### src/i2cra_pkg.sv
// package for the i2c register access master
// holds the item field widths, op codes, sequencer steps and shared structs
package i2cra_pkg;

    localparam int DEV_ADDR_W      = 7;
    localparam int PHASE_W         = 10;
    localparam int BYTE_W          = 8;
    localparam int DEV_ADDR_RESET  = 56;
    localparam int PHASE_RESET     = 5;
    localparam int STOP_GUARD_DEF  = 20;
    localparam int GUARD_W         = 8;
    localparam int S_TDATA_W       = 32;
    localparam int M_TDATA_W       = 16;
    localparam int CFG_IDX_W       = 1;
    localparam int QUEUE_DEPTH     = 2;

    typedef enum logic [1:0] {
        OP_TICK  = 2'd0,
        OP_WRITE = 2'd1,
        OP_READ  = 2'd2,
        OP_PUSH  = 2'd3
    } op_t;

    localparam logic [CFG_IDX_W-1:0] CFG_DEV_ADDR = 1'b0;
    localparam logic [CFG_IDX_W-1:0] CFG_PHASE    = 1'b1;

    typedef enum logic [15:0] {
        ST_IDLE      = 16'h0001,
        ST_START1    = 16'h0002,
        ST_TX_ADDRW  = 16'h0004,
        ST_ACK_ADDRW = 16'h0008,
        ST_TX_REG    = 16'h0010,
        ST_ACK_REG   = 16'h0020,
        ST_START2    = 16'h0040,
        ST_TX_ADDRR  = 16'h0080,
        ST_ACK_ADDRR = 16'h0100,
        ST_RX_DATA   = 16'h0200,
        ST_TXACK     = 16'h0400,
        ST_WAIT_DATA = 16'h0800,
        ST_TX_DATA   = 16'h1000,
        ST_ACK_DATA  = 16'h2000,
        ST_STOP      = 16'h4000,
        ST_GUARD     = 16'h8000
    } step_t;

    // decoded item passed from the front part to the sequencer
    typedef struct packed {
        op_t               op;
        logic [BYTE_W-1:0] reg_addr;
        logic [BYTE_W-1:0] byte_count;
        logic [BYTE_W-1:0] write_data;
        logic              sda_in;
    } cmd_t;

    typedef struct packed {
        logic              scl;
        logic              sda_low;
        logic [BYTE_W-1:0] read_data;
        logic              read_valid;
        logic              read_last;
        logic              want_byte;
        logic              busy_res;
        logic              done_res;
        logic              status;
    } res_t;

endpackage

### src/i2cra_cmd_queue.sv
// front part: accepts input items into a short queue ahead of the sequencer
// uses i2cra_pkg for the command struct
module i2cra_cmd_queue
    import i2cra_pkg::*;
(
    input  logic aclk,
    input  logic aresetn,
    input  logic in_valid,
    output logic in_ready,
    input  cmd_t in_cmd,
    output logic out_valid,
    input  logic out_ready,
    output cmd_t out_cmd
);

    cmd_t       mem_reg [QUEUE_DEPTH];
    logic       wr_ptr_reg, wr_ptr_next;
    logic       rd_ptr_reg, rd_ptr_next;
    logic [1:0] count_reg, count_next;
    logic       push, pop;

    assign in_ready  = (count_reg != 2'(QUEUE_DEPTH));
    assign out_valid = (count_reg != 2'd0);
    assign out_cmd   = mem_reg[rd_ptr_reg];
    assign push      = in_valid && in_ready;
    assign pop       = out_valid && out_ready;

    always_comb begin
        wr_ptr_next = push ? ~wr_ptr_reg : wr_ptr_reg;
        rd_ptr_next = pop ? ~rd_ptr_reg : rd_ptr_reg;
        count_next  = count_reg + 2'(push) - 2'(pop);
    end

    always_ff @(posedge aclk) begin
        if (push) begin
            mem_reg[wr_ptr_reg] <= in_cmd;
        end
    end

    always_ff @(posedge aclk) begin
        if (!aresetn) begin
            wr_ptr_reg <= 1'b0;
            rd_ptr_reg <= 1'b0;
            count_reg  <= 2'd0;
        end else begin
            wr_ptr_reg <= wr_ptr_next;
            rd_ptr_reg <= rd_ptr_next;
            count_reg  <= count_next;
        end
    end

`ifndef NO_ASSERTIONS
    a_no_overflow: assert property (@(posedge aclk) disable iff (!aresetn)
        count_reg <= 2'(QUEUE_DEPTH))
        else $error("queue count overflow");
    a_pop_nonempty: assert property (@(posedge aclk) disable iff (!aresetn)
        (count_reg == 2'd0) |-> !pop)
        else $error("pop from empty queue");
    a_count_step: assert property (@(posedge aclk) disable iff (!aresetn)
        (push && !pop) |=> (count_reg == $past(count_reg) + 2'd1))
        else $error("queue count did not advance");
`endif

endmodule

### src/i2cra_sequencer.sv
// back part: sequencer, one item per cycle unless stalled, one result each
// uses i2cra_pkg for step codes, command and result structs
module i2cra_sequencer
    import i2cra_pkg::*;
#(
    parameter int StopGuardTicks = STOP_GUARD_DEF
) (
    input  logic                  aclk,
    input  logic                  aresetn,
    input  logic [DEV_ADDR_W-1:0] device_address,
    input  logic [PHASE_W-1:0]    phase_ticks,
    input  logic                  cmd_valid,
    output logic                  cmd_ready,
    input  cmd_t                  cmd,
    output logic                  res_valid,
    input  logic                  res_ready,
    output res_t                  res
);

    step_t             step_reg, step_next;
    logic [PHASE_W-1:0] phase_reg, phase_next;
    logic [3:0]        sub_reg, sub_next;
    logic [BYTE_W-1:0] shift_reg, shift_next;
    logic [BYTE_W-1:0] left_reg, left_next;
    logic              is_read_reg, is_read_next;
    logic [BYTE_W-1:0] target_reg, target_next;
    logic [BYTE_W-1:0] hold_reg, hold_next;
    logic              hold_full_reg, hold_full_next;
    logic              status_reg, status_next;
    logic              scl_reg, scl_next;
    logic              sda_reg, sda_next;
    logic              res_valid_reg;
    res_t              res_reg, res_next;

    logic              take;
    logic              done, rvalid, rlast;
    logic [BYTE_W-1:0] rdata;
    logic [PHASE_W-1:0] len;
    logic [3:0]        last;
    logic              busy;

    assign cmd_ready = !res_valid_reg || res_ready;
    assign take      = cmd_valid && cmd_ready;
    assign res_valid = res_valid_reg;
    assign res       = res_reg;

    function automatic logic [3:0] last_sub(step_t st);
        unique case (st)
            ST_START1, ST_START2: last_sub = 4'd3;
            ST_TX_ADDRW, ST_TX_REG, ST_TX_ADDRR, ST_TX_DATA, ST_RX_DATA: last_sub = 4'd15;
            ST_GUARD: last_sub = 4'd0;
            default: last_sub = 4'd2;
        endcase
    endfunction

    always_comb begin
        step_next      = step_reg;
        phase_next     = phase_reg;
        sub_next       = sub_reg;
        shift_next     = shift_reg;
        left_next      = left_reg;
        is_read_next   = is_read_reg;
        target_next    = target_reg;
        hold_next      = hold_reg;
        hold_full_next = hold_full_reg;
        status_next    = status_reg;
        scl_next       = scl_reg;
        sda_next       = sda_reg;
        done   = 1'b0;
        rvalid = 1'b0;
        rlast  = 1'b0;
        rdata  = '0;
        len    = '0;
        last   = last_sub(step_reg);

        if (take) begin
            unique case (cmd.op)
                OP_TICK: begin
                    if (step_reg == ST_WAIT_DATA) begin
                        if (hold_full_reg) begin
                            shift_next     = hold_reg;
                            hold_full_next = 1'b0;
                            left_next      = left_reg - 8'd1;
                            step_next      = ST_TX_DATA;
                            sub_next       = 4'd0;
                            phase_next     = '0;
                        end
                    end else if (step_reg != ST_IDLE) begin
                        if (step_reg == ST_GUARD) begin
                            len = PHASE_W'(StopGuardTicks);
                        end else begin
                            len = (phase_ticks == '0) ? PHASE_W'(1) : phase_ticks;
                        end
                        if ({1'b0, phase_reg} + 11'd1 < {1'b0, len}) begin
                            phase_next = phase_reg + 1'b1;
                        end else begin
                            phase_next = '0;
                            if ((step_reg == ST_ACK_ADDRW || step_reg == ST_ACK_REG ||
                                 step_reg == ST_ACK_ADDRR || step_reg == ST_ACK_DATA) &&
                                sub_reg == 4'd1 && cmd.sda_in) begin
                                status_next = 1'b1;
                            end
                            if (step_reg == ST_RX_DATA && !sub_reg[0]) begin
                                shift_next = {shift_reg[BYTE_W-2:0], cmd.sda_in};
                            end
                            if (sub_reg < last) begin
                                sub_next = sub_reg + 4'd1;
                            end else begin
                                sub_next = 4'd0;
                                unique case (step_reg)
                                    ST_START1: begin
                                        shift_next = {device_address, 1'b0};
                                        step_next  = ST_TX_ADDRW;
                                    end
                                    ST_START2: begin
                                        shift_next = {device_address, 1'b1};
                                        step_next  = ST_TX_ADDRR;
                                    end
                                    ST_TX_ADDRW: step_next = ST_ACK_ADDRW;
                                    ST_TX_REG:   step_next = ST_ACK_REG;
                                    ST_TX_ADDRR: step_next = ST_ACK_ADDRR;
                                    ST_TX_DATA:  step_next = ST_ACK_DATA;
                                    ST_ACK_ADDRW, ST_ACK_REG, ST_ACK_ADDRR,
                                    ST_ACK_DATA: begin
                                        if (status_next) begin
                                            step_next = ST_STOP;
                                        end else if (step_reg == ST_ACK_ADDRW) begin
                                            shift_next = target_reg;
                                            step_next  = ST_TX_REG;
                                        end else if (step_reg == ST_ACK_ADDRR) begin
                                            shift_next = '0;
                                            step_next  = ST_RX_DATA;
                                        end else if (step_reg == ST_ACK_REG && is_read_reg) begin
                                            step_next = ST_START2;
                                        end else if (step_reg == ST_ACK_DATA &&
                                                     left_reg == '0) begin
                                            step_next = ST_STOP;
                                        end else if (hold_full_reg) begin
                                            shift_next     = hold_reg;
                                            hold_full_next = 1'b0;
                                            left_next      = left_reg - 8'd1;
                                            step_next      = ST_TX_DATA;
                                        end else begin
                                            step_next = ST_WAIT_DATA;
                                        end
                                    end
                                    ST_RX_DATA: begin
                                        left_next = left_reg - 8'd1;
                                        rvalid    = 1'b1;
                                        rdata     = shift_next;
                                        rlast     = (left_next == '0);
                                        step_next = ST_TXACK;
                                    end
                                    ST_TXACK: begin
                                        if (left_reg == '0) begin
                                            step_next = ST_STOP;
                                        end else begin
                                            shift_next = '0;
                                            step_next  = ST_RX_DATA;
                                        end
                                    end
                                    ST_STOP: begin
                                        if (StopGuardTicks == 0) begin
                                            done = 1'b1;
                                        end else begin
                                            step_next = ST_GUARD;
                                        end
                                    end
                                    default: done = 1'b1;
                                endcase
                                if (done) begin
                                    step_next = ST_IDLE;
                                    scl_next  = 1'b1;
                                    sda_next  = 1'b1;
                                    if (!is_read_reg) begin
                                        hold_full_next = 1'b0;
                                    end
                                end
                            end
                        end
                    end
                end
                OP_PUSH: begin
                    if (!hold_full_reg) begin
                        hold_next      = cmd.write_data;
                        hold_full_next = 1'b1;
                    end
                end
                default: begin
                    if (step_reg == ST_IDLE) begin
                        target_next  = cmd.reg_addr;
                        left_next    = cmd.byte_count;
                        is_read_next = (cmd.op == OP_READ);
                        status_next  = 1'b0;
                        if (cmd.byte_count == '0) begin
                            done = 1'b1;
                        end else begin
                            step_next  = ST_START1;
                            sub_next   = 4'd0;
                            phase_next = '0;
                        end
                    end
                end
            endcase

            // line levels follow the step just entered or advanced
            if (step_next != step_reg || sub_next != sub_reg) begin
                unique case (step_next)
                    ST_START1, ST_START2: begin
                        if (sub_next == 4'd0) sda_next = 1'b1;
                        else if (sub_next == 4'd1) scl_next = 1'b1;
                        else if (sub_next == 4'd2) sda_next = 1'b0;
                        else scl_next = 1'b0;
                    end
                    ST_TX_ADDRW, ST_TX_REG, ST_TX_ADDRR, ST_TX_DATA: begin
                        sda_next = shift_next[3'(7 - 32'(sub_next[3:1]))];
                        scl_next = !sub_next[0];
                    end
                    ST_ACK_ADDRW, ST_ACK_REG, ST_ACK_ADDRR, ST_ACK_DATA: begin
                        if (sub_next == 4'd0) begin
                            sda_next = 1'b1;
                            scl_next = 1'b0;
                        end else begin
                            scl_next = (sub_next == 4'd1);
                        end
                    end
                    ST_RX_DATA: begin
                        sda_next = 1'b1;
                        scl_next = !sub_next[0];
                    end
                    ST_TXACK: begin
                        if (sub_next == 4'd0) begin
                            sda_next = (left_next == '0);
                            scl_next = 1'b0;
                        end else begin
                            scl_next = (sub_next == 4'd1);
                        end
                    end
                    ST_STOP: begin
                        if (sub_next == 4'd0) begin
                            sda_next = 1'b0;
                            scl_next = 1'b0;
                        end else if (sub_next == 4'd1) begin
                            scl_next = 1'b1;
                        end else begin
                            sda_next = 1'b1;
                        end
                    end
                    default: ;
                endcase
            end
        end

        busy = (step_next != ST_IDLE);
        res_next.scl        = scl_next;
        res_next.sda_low    = !sda_next;
        res_next.read_data  = rdata;
        res_next.read_valid = rvalid;
        res_next.read_last  = rlast;
        res_next.want_byte  = busy && !is_read_next && !hold_full_next && (left_next != '0);
        res_next.busy_res   = busy;
        res_next.done_res   = done;
        res_next.status     = done && status_next;
    end

    always_ff @(posedge aclk) begin
        if (take) begin
            res_reg <= res_next;
        end
        hold_reg <= hold_next;
    end

    always_ff @(posedge aclk) begin
        if (!aresetn) begin
            step_reg      <= ST_IDLE;
            phase_reg     <= '0;
            sub_reg       <= '0;
            shift_reg     <= '0;
            left_reg      <= '0;
            is_read_reg   <= 1'b0;
            target_reg    <= '0;
            hold_full_reg <= 1'b0;
            status_reg    <= 1'b0;
            scl_reg       <= 1'b1;
            sda_reg       <= 1'b1;
            res_valid_reg <= 1'b0;
        end else begin
            step_reg      <= step_next;
            phase_reg     <= phase_next;
            sub_reg       <= sub_next;
            shift_reg     <= shift_next;
            left_reg      <= left_next;
            is_read_reg   <= is_read_next;
            target_reg    <= target_next;
            hold_full_reg <= hold_full_next;
            status_reg    <= status_next;
            scl_reg       <= scl_next;
            sda_reg       <= sda_next;
            if (take) begin
                res_valid_reg <= 1'b1;
            end else if (res_ready) begin
                res_valid_reg <= 1'b0;
            end
        end
    end

`ifndef NO_ASSERTIONS
    a_idle_lines: assert property (@(posedge aclk) disable iff (!aresetn)
        (step_reg == ST_IDLE) |-> (scl_reg && sda_reg))
        else $error("bus not released while idle");
    a_done_idle: assert property (@(posedge aclk) disable iff (!aresetn)
        (take && done) |=> (step_reg == ST_IDLE))
        else $error("done without returning to idle");
    a_rx_read: assert property (@(posedge aclk) disable iff (!aresetn)
        (take && rvalid) |-> is_read_reg)
        else $error("read byte outside a read burst");
`endif

endmodule

### src/i2c_register_access_master.sv
// i2c register access master: tick-driven open-drain bus sequencer for
// register burst reads and writes.
// channels: s_ carries items (op, reg_addr, byte_count, write_data, sda_in),
// m_ carries one result item for each input item (line levels, read byte,
// flags); cfg_ writes device_address (index 0) and phase_ticks (index 1).
// an item passes a two-entry command queue, then the sequencer handles it and
// registers the result; one item is taken every cycle when nothing stalls.
// only tick items advance the bus; each bus phase lasts phase_ticks ticks,
// the stop guard lasts StopGuardTicks ticks.
// reset releases both lines, empties queue and result register and loads
// device_address 56 and phase_ticks 5.
// when m_tready is low the result register holds, the sequencer stops and
// the queue fills, after which s_tready falls; nothing is lost.
// depends on i2cra_pkg, i2cra_cmd_queue and i2cra_sequencer
module i2c_register_access_master
    import i2cra_pkg::*;
#(
    parameter int StopGuardTicks = STOP_GUARD_DEF
) (
    input  logic                  aclk,
    input  logic                  aresetn,
    input  logic                  s_tvalid,
    output logic                  s_tready,
    // tdata: reg_addr[7:0], byte_count[15:8], write_data[23:16], sda_in[24], zeros
    input  logic [S_TDATA_W-1:0]  s_tdata,
    // tuser: op[1:0]
    input  logic [1:0]            s_tuser,
    output logic                  m_tvalid,
    input  logic                  m_tready,
    // tdata: scl[0], sda_low[1], read_data[9:2], want_byte[10], busy_res[11],
    // done_res[12], status[13], zeros
    output logic [M_TDATA_W-1:0]  m_tdata,
    // tuser: read_valid
    output logic                  m_tuser,
    // tlast: read_last
    output logic                  m_tlast,
    input  logic                  cfg_valid,
    output logic                  cfg_ready,
    input  logic [CFG_IDX_W-1:0]  cfg_index,
    input  logic [PHASE_W-1:0]    cfg_data
);

    logic [DEV_ADDR_W-1:0] dev_addr_reg;
    logic [PHASE_W-1:0]    phase_ticks_reg;
    cmd_t                  in_cmd, q_cmd;
    logic                  q_valid, q_ready;
    res_t                  res;

    assign cfg_ready = 1'b1;

    always_ff @(posedge aclk) begin
        if (!aresetn) begin
            dev_addr_reg    <= DEV_ADDR_W'(DEV_ADDR_RESET);
            phase_ticks_reg <= PHASE_W'(PHASE_RESET);
        end else if (cfg_valid) begin
            unique case (cfg_index)
                CFG_DEV_ADDR: dev_addr_reg    <= cfg_data[DEV_ADDR_W-1:0];
                CFG_PHASE:    phase_ticks_reg <= cfg_data;
                default: ;
            endcase
        end
    end

    always_comb begin
        in_cmd.op         = op_t'(s_tuser);
        in_cmd.reg_addr   = s_tdata[7:0];
        in_cmd.byte_count = s_tdata[15:8];
        in_cmd.write_data = s_tdata[23:16];
        in_cmd.sda_in     = s_tdata[24];
    end

    i2cra_cmd_queue u_queue (
        .aclk      (aclk),
        .aresetn   (aresetn),
        .in_valid  (s_tvalid),
        .in_ready  (s_tready),
        .in_cmd    (in_cmd),
        .out_valid (q_valid),
        .out_ready (q_ready),
        .out_cmd   (q_cmd)
    );

    i2cra_sequencer #(
        .StopGuardTicks (StopGuardTicks)
    ) u_seq (
        .aclk           (aclk),
        .aresetn        (aresetn),
        .device_address (dev_addr_reg),
        .phase_ticks    (phase_ticks_reg),
        .cmd_valid      (q_valid),
        .cmd_ready      (q_ready),
        .cmd            (q_cmd),
        .res_valid      (m_tvalid),
        .res_ready      (m_tready),
        .res            (res)
    );

    assign m_tdata = {2'b00, res.status, res.done_res, res.busy_res, res.want_byte,
                      res.read_data, res.sda_low, res.scl};
    assign m_tuser = res.read_valid;
    assign m_tlast = res.read_last;

endmodule
### config.mk
export PLATFORM = sky130hd
export DESIGN_NAME = i2c_register_access_master
export DESIGN_NICKNAME = d
export VERILOG_FILES = /design/src/i2cra_pkg.sv /design/src/i2cra_cmd_queue.sv /design/src/i2cra_sequencer.sv /design/src/i2c_register_access_master.sv
export SDC_FILE = /design/constraint.sdc
export NUM_CORES = 1
export LEC_CHECK = 0
export BUFFER_PORTS_ARGS = -buffer_cell sky130_fd_sc_hd__buf_2
export CELL_PAD_IN_SITES_DETAIL_PLACEMENT = 1
export CELL_PAD_IN_SITES_GLOBAL_PLACEMENT = 1
export CORE_ASPECT_RATIO = 0.75
export CORE_MARGIN = 5
export CORE_UTILIZATION = 25
export CTS_BUF_LIST = sky130_fd_sc_hd__clkbuf_8
export CTS_CLUSTER_DIAMETER = 200
export DETAILED_ROUTE_END_ITERATION = 12
export PLACE_DENSITY_LB_ADDON = 0.08
export SLEW_MARGIN = 40
export SYNTH_ARGS = -nofsm -noshare
export SYNTH_HDL_FRONTEND = slang
export SYNTH_SLANG_ARGS = --single-unit
### constraint.sdc
create_clock -name aclk -period 6.3 [get_ports aclk]
set_input_delay 0.315 -clock aclk [delete_from_list [all_inputs] [get_ports aclk]]
set_output_delay 0.315 -clock aclk [all_outputs]
set_load 0.03 [all_outputs]
* After elaboration in Yosys (flattened, before gate mapping)
Memory sizes are Yosys's and may differ from the RTL's. A register that Yosys moved wholly into a read port is not among the register bits. Cells that the tools add are included.
Operators by class: add/sub/neg operators 7, $mul 0, div/mod/pow operators 0, $lt $le $gt $ge 3, equal/unequal tests 42, shift-type cells 0, multiplexer cells 157, bitwise logic cells 9, reduce and logical (&&, ||, !) cells 50
Operator list (count):
- 2-to-1 mux 16 bit | 15
- 2-to-1 mux 8 bit | 28
- case mux 16 bit (10 select lines) | 1
- 2-to-1 mux 10 bit | 12
- 2-to-1 mux 1 bit | 78
- == test 16 x 10 -> 1 bit, second input constant | 2
- == test 16 x 11 -> 1 bit, second input constant | 2
- == test 16 x 13 -> 1 bit, second input constant | 2
- == test 16 x 14 -> 1 bit, second input constant | 2
- == test 16 x 15 -> 1 bit, second input constant | 2
- == test 16 x 2 -> 1 bit, second input constant | 2
- == test 16 x 3 -> 1 bit, second input constant | 2
- == test 16 x 4 -> 1 bit, second input constant | 2
- == test 16 x 5 -> 1 bit, second input constant | 2
- == test 16 x 6 -> 1 bit, second input constant | 2
- == test 16 x 7 -> 1 bit, second input constant | 2
- == test 16 x 8 -> 1 bit, second input constant | 2
- == test 16 x 9 -> 1 bit, second input constant | 2
- zero test 8 bit | 4
- 2-to-1 mux 4 bit | 8
- != test 16 x 1 -> 1 bit, second input constant | 2
- case mux 16 bit (2 select lines) | 1
- case mux 8 bit (2 select lines) | 2
- case mux 8 bit (4 select lines) | 1
- 47 further kinds | 90
Word-level totals: flip-flop bits (word level) 105, latch bits 0, RAM bits 54, memory bits (read-only) 0, input port bits 50, output and inout port bits 21, word-level logic and storage cells 296, memories kept 1
Memories:
- u_queue.mem_reg | depth 2, width 27, rd ports 1, clocked after Yosys merged registers in 1, write ports 1, RTL line i2cra_cmd_queue.sv:16 | cmd_t mem_reg [QUEUE_DEPTH];

* Logic depth before layout (Yosys ltp)
word-level depth 28, mapped depth 23, mapped depth without buffers 18

* Cells and area by module
Synthesis repeated with hierarchy kept, for this count alone.
Unflattened totals: cells, all modules 1246, area, all modules 10784.1 um^2
By module, submodules not included:
- i2cra_sequencer | instances 1, cells an instance 1058, area an instance 7767.4 um^2, sequential area each 1921.8 um^2
- i2cra_cmd_queue | instances 1, cells an instance 108, area an instance 2287.2 um^2, sequential area each 1721.7 um^2
- i2c_register_access_master | instances 1, cells an instance 80, area an instance 729.4 um^2, sequential area each 340.3 um^2

* Worst setup path after synthesis
No wires, ideal clock.
path kind register to register, from reg (tool-made name), to reg u_seq.res_reg, in the netlist u_seq.res[14], data pin, library setup time 268 ps, arrival time 5031 ps, setup slack 1000 ps, cell stages (with the launch flop) 19, clock period less this slack 5300 ps, path through dfxtp_1 clkbuf_1 buf_1 clkbuf_1 mux2i_1 ha_1 clkbuf_1 or2_2 a21oi_1 o21ai_1 buf_2 o311ai_1 o211ai_1 nand4b_1 or4b_2 and2_4 a211o_1 nand4_1 o31ai_1
RTL lines:
- to (signal assigned) | RTL line i2cra_sequencer.sv:268 | res_reg <= res_next;
- to (decl) | RTL line i2cra_sequencer.sv:33 | res_t res_reg, res_next;

==> impl_results.rst <==
.. list-table::
   :header-rows: 1

   * - Metric
     - Value
   * - Vias in the first global route
     - 10100
   * - Boundary Pins
     - 71
   * - Gr busiest metal
     - met1
   * - Number of buffers inserted during clock tree synthesis
     - 17
   * - Largest buffer count on any clock path
     - 2
   * - Distinct cell type count after synthesis
     - 97
   * - Total of buffers placed on input and output ports
     - 60
   * - Clock-pin transition on the worst setup and hold timing paths
     - 0.10 ns
   * - Detail-routed via count per cell
     - 5.41
   * - Wire length of the first global-routing pass
     - 66400 µm
   * - Worst supply voltage drop on vdd
     - 0.207 mV
   * - Critical Path End Type
     - register
   * - Final wirelength
     - 43500 µm
   * - Setup crit start kind
     - register
   * - Highest achievable clock rate
     - 0.172 GHz
   * - Crit path max fanout
     - 10
   * - Multi-input logic area
     - 5780 µm²
   * - Largest incremental delay on the critical path
     - 0.76 ns
   * - Weighted congestion reported at the end of routability-driven placement
     - 0.879
   * - Diodes inserted
     - 0
   * - Combined buffer and inverter count along the critical path
     - 2
   * - Synth-to-layout area growth
     - 20.1%
   * - Share of post-route cells with drive strength above 1
     - 18.6%
   * - Most frequent standard cell in the layout excluding fill and tap cells
     - nor2_1
   * - Met3 GRT Util
     - 3.94%
   * - Detailed-placement wirelength estimate
     - 33300 µm
   * - Area enclosed by the die boundary
     - 44800 µm²
   * - Number of antenna violations at the first check in global routing
     - 0
   * - Final Cycle Share
     - 92.2%
   * - Final critical path time including I/O delays and setup
     - 5.81 ns
   * - Number of warning messages in the yosys log
     - 0
   * - Worst setup path category
     - register to register
   * - Sequential cell area
     - 3980 µm²
   * - Vertical die dimension
     - 185 µm
   * - Slowest library cell on the worst path
     - o41ai_4
   * - Maxcap violations
     - 0
   * - Nets
     - 1357
   * - Max reg flops
     - 54
   * - Aggregate global routing overflow
     - 0
   * - Insertion delay of the later-clocked pin in the worst-skew pair
     - 0.51 ns
   * - Post-synth EDFFs
     - 78
   * - Ordered cell list for the critical path
     - or4_1 -> buf_4 -> o32ai_2 -> a41oi_1 -> ha_1 -> o21ai_0 -> o2bb2ai_1 -> o41ai_4 -> buf_4 -> a31oi_1 -> a41oi_1 -> nand4b_1 -> or4b_2 -> and2_4 -> a211o_1 -> nand4_1 -> o31ai_1
   * - Data required time of the critical path
     - 6.54 ns
   * - Post-synthesis sequential area ratio
     - 39.2%
   * - Die W
     - 243 µm
   * - Post-Route Utilization
     - 30.2%
   * - Setup repair after global routing missed its margin
     - no
   * - Dominant delay contributor by cell family on the critical path
     - compound AO/OA/AOI/OAI gates
   * - Avg Synthesized Cell Area
     - 8.70 µm²
   * - Number of storage elements in the synthesis netlist
     - 160
   * - Clock tree from TritonCTS
     - built
   * - Starting density of the core
     - 25.1%
   * - Remaining number of nets flagged by the antenna check after routing
     - 0
   * - Final routed DRC violation total
     - 0
   * - Predominant post-synthesis flop cell
     - dfxtp_1
   * - Largest net degree at the start of global routing
     - 43
   * - Power density of the placed cells
     - 473 nW/µm²
   * - Commonest cells after routing, fill and taps aside
     - nor2_1 (147), nand2_1 (126), buf_4 (84), dfxtp_1 (82), edfxtp_1 (78)
   * - CTS H-tree lvls
     - 4
   * - Remaining max-slew budget at the tightest pin
     - 46.0%
   * - Outcome
     - complete, no violations
   * - Share of Yosys cell area claimed by the top area cell type
     - 23.1%
   * - Static Leak
     - 0.00443 µW
   * - Number of hold violations in the final report
     - 0
   * - Library cell used as clock root buffer
     - clkbuf_8
   * - Post-synthesis instance total
     - 1168
   * - Worst clock skew on the final layout
     - 0.0315 ns
   * - Core footprint
     - 40400 µm²
   * - Overall Global Routing Usage
     - 19.4%
   * - Netlist Area Pre-Place
     - 10200 µm²
   * - Final setup violating endpoints
     - 0
   * - Async SR Flop Fraction
     - 0%
   * - Sum of negative setup slack
     - 0 ns
   * - Path type of the worst min-delay path
     - input pin to register
   * - Register-to-register setup slack
     - 0.49 ns
   * - Max Transition Viols Final
     - 0
   * - Total vias in the final route
     - 9877
   * - Transition time at the pin with the least slew margin
     - 0.811 ns
   * - Final instance count without filler cells
     - 1825
   * - Largest area contributor in the netlist
     - edfxtp_1
   * - Met2 Use GR
     - 28.0%
   * - Total iterations of the first detailed-routing run
     - 5
   * - Fillers
     - 4736
   * - Postcts setup bufs
     - 0
   * - Core Rows
     - 64
   * - Avg WL per Cell
     - 23.8 µm
   * - Largest cells by area after synthesis
     - edfxtp_1 (23%), dfxtp_1 (16%), nor2_1 (5.5%)
   * - Arrival time at the worst endpoint
     - 6.05 ns
   * - Cell total after placement
     - 1763
   * - Met1 Track Usage GR
     - 29.6%
   * - Clock sink count
     - 160
   * - Number of DRC markers after the initial detailed-route iteration
     - 863
==> logic make-up (layout without fill, tap and decap cells) <==
family	Yosys count	after routing	synth area share (%)
DFF	160	160	39.2
buffers and inverters	105	233	4.39
muxes	47	47	4.78
xor gates and xnor gates	22	22	1.90
AOI/OAI and AO/OA	295	295	20.6
and+or+nand+nor	514	514	26.2
other	2	3	0.0739
adders and majority gates	23	23	2.83
==> what timing repair did <==
item | 4_1_cts | 5_1_grt
resized for setup | 0 | 0
hold buffers | 30 | 0
hold endpoints to repair | 57 | 0
==> tightest hold or removal path: cells and delay by family <==
family,cells,cell delay (ns)
buffers and inverters,1,0.10
AND/OR/NAND/NOR,2,0.12
==> routing by layer <==
layer	part of all wire, %	wire [µm]
met1	52	22500
met2	41	17800
met3	5.9	2580
met4	1.5	660
met5	0	0
==> cell type report <==
class | instances | share of cell area (%)
multi-input cells | 904 | 47.4
inverters | 25 | 0.790
repair buffers | 176 | 10.4
well taps | 528 | 5.42
flip-flops and latches | 160 | 32.7
clock buffers | 17 | 1.92
clock inverters | 15 | 1.35
==> stage by stage <==
| stage | total power [µW] | hold WS (ns) | instance area, µm² | worst slack [ns] |
|---|---|---|---|---|
| 5_1_grt | 6150 | 0.0380 | 12200 | 0.154 |
| 4_1_cts | 5800 | 0.00801 | 12200 | 0.499 |
| 3_5_place_dp | 4950 | 0.468 | 11500 | 0.515 |
| 2_1_floorplan | 3530 | 0.414 | 10200 | 1.00 |
| 3_3_place_gp | 4940 | 0.466 | 11500 | 0.559 |
| 6_report | 5770 | 0.0698 | 12200 | 0.489 |
==> synth_stat cells (8+ instances only) <==
cell type    n
nor2_1     148
nand2_1    126
dfxtp_1     82
edfxtp_1    78
a21oi_1     67
clkbuf_1    55
nand3_1     41
o21ai_0     40
mux2i_1     35
nor3_1      34
nand4_1     28
a22oi_1     24
ha_1        23
inv_1       21
nor4_1      21
and3_1      19
nor4b_1     14
a211oi_1    13
a31oi_1     12
mux2_2      12
xor2_1      12
o31ai_1     11
or2_2       11
buf_2       10
o211ai_1    10
xnor2_1     10
o22ai_1      8
o311ai_0     8
o31a_1       8
==> power by group <==
group          switching (µW)  internal [µW]  leakage, µW
registers                 203           1320      0.00140
logic                    2320           1140      0.00283
clock network             492            298     0.000201
total                    3010           2760      0.00443
==> final timing paths <==
| path | from | to | cells past startpoint |
|---|---|---|---|
| max reg2reg | u_seq.step_reg[0]$_SDFF_PN1_ | u_seq.res[14]$_DFFE_PP_ | 17 |
| min | cfg_data[2] | phase_ticks_reg[2]$_SDFFE_PN1P_ | 3 |
| min reg2reg | phase_ticks_reg[1]$_SDFFE_PN0P_ | phase_ticks_reg[1]$_SDFFE_PN0P_ | 2 |
| max | u_seq.step_reg[0]$_SDFF_PN1_ | u_seq.res[14]$_DFFE_PP_ | 17 |
(Power assumes the default switching activity.)
